$ cat src/sv/phtt_pkg.sv
// shared types, constants and hash round function for the pointer hash tracking table
`default_nettype none
package phtt_pkg;

   localparam int SMALL_TABLE_BITS_DEF = 8;
   localparam int LARGE_TABLE_BITS_DEF = 10;

   localparam int KEY_W  = 64;
   localparam int SLOT_W = 10;
   localparam int USED_W = 11;

   localparam logic [USED_W-1:0] COUNT_MAX = {USED_W{1'b1}};

   // four hash rounds of shifted adds, each but the last followed by an xor-shift
   localparam int MIX_STEPS = 4;
   localparam logic [1:0] MIX_LAST = 2'(MIX_STEPS - 1);

   typedef enum logic [1:0] {
      ST_FOUND     = 2'd0,
      ST_INSERTED  = 2'd1,
      ST_NOT_FOUND = 2'd2,
      ST_FULL      = 2'd3
   } status_type;

   function automatic logic [KEY_W-1:0] mix_step(input logic [KEY_W-1:0] k,
                                                 input logic [1:0] step);
      logic [KEY_W-1:0] t;
      t = '0;
      unique case (step)
         2'd0: begin
            t = ~k + (k << 21);
            t = t ^ (t >> 24);
         end
         2'd1: begin
            t = (k + (k << 3)) + (k << 8);
            t = t ^ (t >> 14);
         end
         2'd2: begin
            t = (k + (k << 2)) + (k << 4);
            t = t ^ (t >> 28);
         end
         2'd3: begin
            t = k + (k << 31);
         end
         default: begin
            t = k;
         end
      endcase
      return t;
   endfunction

endpackage
`default_nettype wire

$ cat src/sv/phtt_hash.sv
// iterative 64-bit key hash, one round per cycle
`default_nettype none
module phtt_hash
   import phtt_pkg::*;
(
   input  wire logic             clock,
   input  wire logic             reset,
   input  wire logic             start,
   input  wire logic [KEY_W-1:0] key,
   output logic                  done,
   output logic [KEY_W-1:0]      hash
);

   logic [KEY_W-1:0] k_ff, k_in;
   logic [1:0]       step_ff, step_in;
   logic             run_ff, run_in;
   logic             done_ff, done_in;

   always_comb begin
      k_in    = k_ff;
      step_in = step_ff;
      run_in  = run_ff;
      done_in = 1'b0;
      if (start) begin
         k_in    = mix_step(key, 2'd0);
         step_in = 2'd1;
         run_in  = 1'b1;
      end else if (run_ff) begin
         k_in    = mix_step(k_ff, step_ff);
         step_in = step_ff + 2'd1;
         if (step_ff == MIX_LAST) begin
            run_in  = 1'b0;
            done_in = 1'b1;
         end
      end
   end

   always_ff @(posedge clock) begin
      if (reset) begin
         run_ff  <= 1'b0;
         done_ff <= 1'b0;
         step_ff <= '0;
      end else begin
         run_ff  <= run_in;
         done_ff <= done_in;
         step_ff <= step_in;
      end
      k_ff <= k_in;
   end

   assign done = done_ff;
   assign hash = k_ff;

endmodule
`default_nettype wire

$ cat config.mk
export PLATFORM = sky130hd
export DESIGN_NAME = phtt_hash
export DESIGN_NICKNAME = d
export VERILOG_FILES = /design/src/sv/phtt_pkg.sv /design/src/sv/phtt_hash.sv
export SDC_FILE = /design/constraint.sdc
export NUM_CORES = 1
export LEC_CHECK = 0
export BUFFER_PORTS_ARGS = -buffer_cell sky130_fd_sc_hd__clkbuf_2
export CAP_MARGIN = 20
export CORE_ASPECT_RATIO = 1.2
export CORE_MARGIN = 2
export CORE_UTILIZATION = 35
export DETAILED_ROUTE_END_ITERATION = 7
export GPL_TIMING_DRIVEN = 1
export PLACE_DENSITY = 0.51
export SYNTH_ARGS = -nofsm -noshare
export SYNTH_HDL_FRONTEND = slang
export SYNTH_SLANG_ARGS = --single-unit
export TNS_END_PERCENT = 30
$ cat constraint.sdc
create_clock -name clock -period 5.6 [get_ports clock]
set_input_delay 1.12 -clock clock [delete_from_list [all_inputs] [get_ports clock]]
set_output_delay 1.12 -clock clock [all_outputs]
set_load 0.01 [all_outputs]
==> results.toml <==
[synth]
synth_compound_area_share_pct = 30.2
synth_edf_count = 64
yosys_warnings = 0
synthTopCellsByCount = "a21oi_1, ha_1, xnor2_1"
synth_top_family_by_area = "compound AO/OA/AOI/OAI gates"
synthMuxAreaShare_pct = 0.526
synth_xor_area_share_pct = 15.7
synthCells = 2767
yosys.cell_types.count = 86
synthTopCellsByArea = "ha_1, fa_1, xnor2_1, edfxtp_1, a21oi_1"
synth_adder_area_share_pct = 24.9
async_reset_ff_share_pct = 0
yosysMostFrequentCell = "a21oi_1"
synthSimpleGateAreaFrac_pct = 14.7
post-synth-top-area-cell = "ha_1"
yosysTopAreaCellShare_pct = 14.1
synth_area_mm2 = 0.0219
synth-seq-cells = 68
synthFlopType = "edfxtp_1"
syn-num-nets = 3199
yosysSeqAreaShare_pct = 9.14
avgSynthCellArea_um2 = 7.91

[sta]
finalCritPeriodShare_pct = 98.5
maxSlewViolCount = 0
worst_pin_slew_ns = 0.985
hold_viol_final = 0
fin_worst_skew_ns = 0.0175
relSlewSlack_pct = 33.8
rsz0062_at_grt = "true"
period_minus_slack_ns = 5.51
fmaxAchievable_mhz = 181
setup_violations = 0

[detailed_routing]
drc = 0
wl_per_cell_um = 31.7
wl_mm = 121
drtPass1Iterations = 8
vias = 23900
ant_nets = 0
post_drt_via_cell_ratio = 6.26
drt-initial-drc-count = 2484

[grt]
grt_max_degree = 69
grt_pass1_vias = 23700
grt_antenna_before_repair = 3
grt.total_usage_pct = 36.9
grt_pass1_wl_mm = 170
grt_overflow_total = 0

[die]
rows = 100
ios = 132
core-area_mm2 = 0.0619
die_area_mm2 = 0.0646
die_h_um = 278
initial_core_util_pct = 35.3
fp.dieW_um = 232

[layout]
stdcell_area_mm2 = 0.0250
layout-drive-gt1-share_pct = 13.2
nets = 3428
area_growth_pct = 14.1
fillers = 6549

[cts]
numClockSinks = 68
clock-root-buffer = "clkbuf_16"
clk_path_buf_depth = 2
htree_levels = 3
insertion_delay_ns = 0.38
cts_tree = "yes"
cts_buffers = 9
clk_transition_reported_paths_ns = 0.06

[critical_path]
worst_r2r_path_depth = 14
path_max_fanout = 10
critPathCaptureType = "flip-flop"
reg2reg_slack_ns = 0.09
crit_family = "compound AO/OA/AOI/OAI gates"
critPathLaunchType = "flip-flop"
cp.arrival_ns = 5.71
cp.required_ns = 5.79
cpMostUsedCell = "xnor2_1"
critPathMaxStageDelay_ns = 0.97
crit_slowest_cell = "edfxtp_1"
worstPathCellList = "fa_1, ha_1, and2_1, nand3_1, nor4_1, nor3_1, buf_4, o31a_1, o31ai_4, a31oi_1, xnor2_1, xnor2_1, o211a_1, a221oi_1"
cp_num_cells = 14
crit_type = "reg -> reg"
path_buf_inv = 1

[place]
placed_area_mm2 = 0.0244
gp_congestion = 1.03
io_buffers = 131
hpwl_mm = 100

[worst_hold_path]
holdCritPathClass = "reg -> reg"
worstHoldPathCells = 2

[flow_run]
max_cap_violations = 0

[outcome]
status = "complete, no violations"
==> state kept, by name, summed over array words and instances, names as in the netlist <==
name	cells
step_ff	2
run_ff	1
hash	64
done	1
==> through the flow <==
stage	util, %	TNS [ns]	instances	setup WS [ns]	hold slack (ns)
after CTS	40.1	0	3802	0.107	0.499
after global placement	39.5	-0.697	3770	-0.369	0.483
after global routing	40.3	-0.00208	3816	-0.00208	0.529
final	40.3	0	3818	0.0858	0.500
after floorplan	-	0	2767	1.31	0.465
after detailed placement	39.5	-0.705	3770	-0.359	0.489
==> per-layer routing <==
layer	share of wire [%]	track usage [%]
met1	40	45.6
met2	46	59.9
met3	6.4	4.41
met4	8.3	25.0
met5	0.019	0
==> tightest hold or removal path: stages (launching register included) <==
cell and delay, ns:
dfxtp_1 0.35, nand2_1 0.07, nor3_1 0.04
==> final timing paths <==
check / to / start
worst min register to register: done / run_ff
worst min-delay path: done / run_ff
worst max register to register: hash[38] / hash[15]
worst max-delay path: hash[38] / hash[15]
==> layout by cell type, fill, tap and decap left out, types with 8 or more instances in the layout <==
master / count
a211o_1: 8
a211oi_1: 30
a21o_1: 120
a21oi_1: 301
a221oi_1: 89
a31o_2: 9
a31oi_1: 28
and2_1: 15
and3_1: 23
buf_4: 202
clkbuf_16: 9
clkbuf_2: 131
edfxtp_1: 64
fa_1: 119
ha_1: 244
inv_1: 159
nand2_1: 227
nand2b_1: 22
nand3_1: 58
nand4_1: 57
nor2_1: 148
nor2b_1: 23
nor3_1: 39
nor4_1: 14
o211ai_1: 19
o21a_1: 38
o21ai_0: 148
o21ai_1: 9
o21bai_1: 50
o22ai_1: 10
o31ai_1: 19
or2_2: 8
or3_1: 12
xnor2_1: 228
xor2_1: 151
==> kinds of logic (layout without fill, tap and decap cells) <==
group | count (synthesis) | in the layout
XOR/XNOR | 385 | 385
AO/OA/AOI/OAI | 985 | 985
other | 0 | 2
AND/OR/NAND/NOR | 676 | 676
multiplexers | 11 | 11
flip-flops | 68 | 68
buffers and inverters | 277 | 510
adder cells (fa/ha/maj) | 365 | 365
==> final cells by class <==
class                   count  area (µm²)  share of cell area, %
clock buffers              12         236                  0.947
repair buffers            335        2210                   8.86
multi-input cells        2422       18900                   75.6
flip-flops and latches     68        2000                   8.02
well taps                 816        1020                   4.09
diodes                      2        5.00                 0.0200
clock inverters             3        15.0                 0.0601
inverters                 160         601                   2.40
==> repair_timing <==
item,CTS,global route
hold buffers,0,0
setup buffers,17,14
setup endpoints to repair,3,9
pin swaps,0,2
resized for setup,1,4
gates cloned,0,0
Power is left out: the tool's default activity adds up to more than one toggle a clock period on the data nets, which glitch-free logic cannot reach.
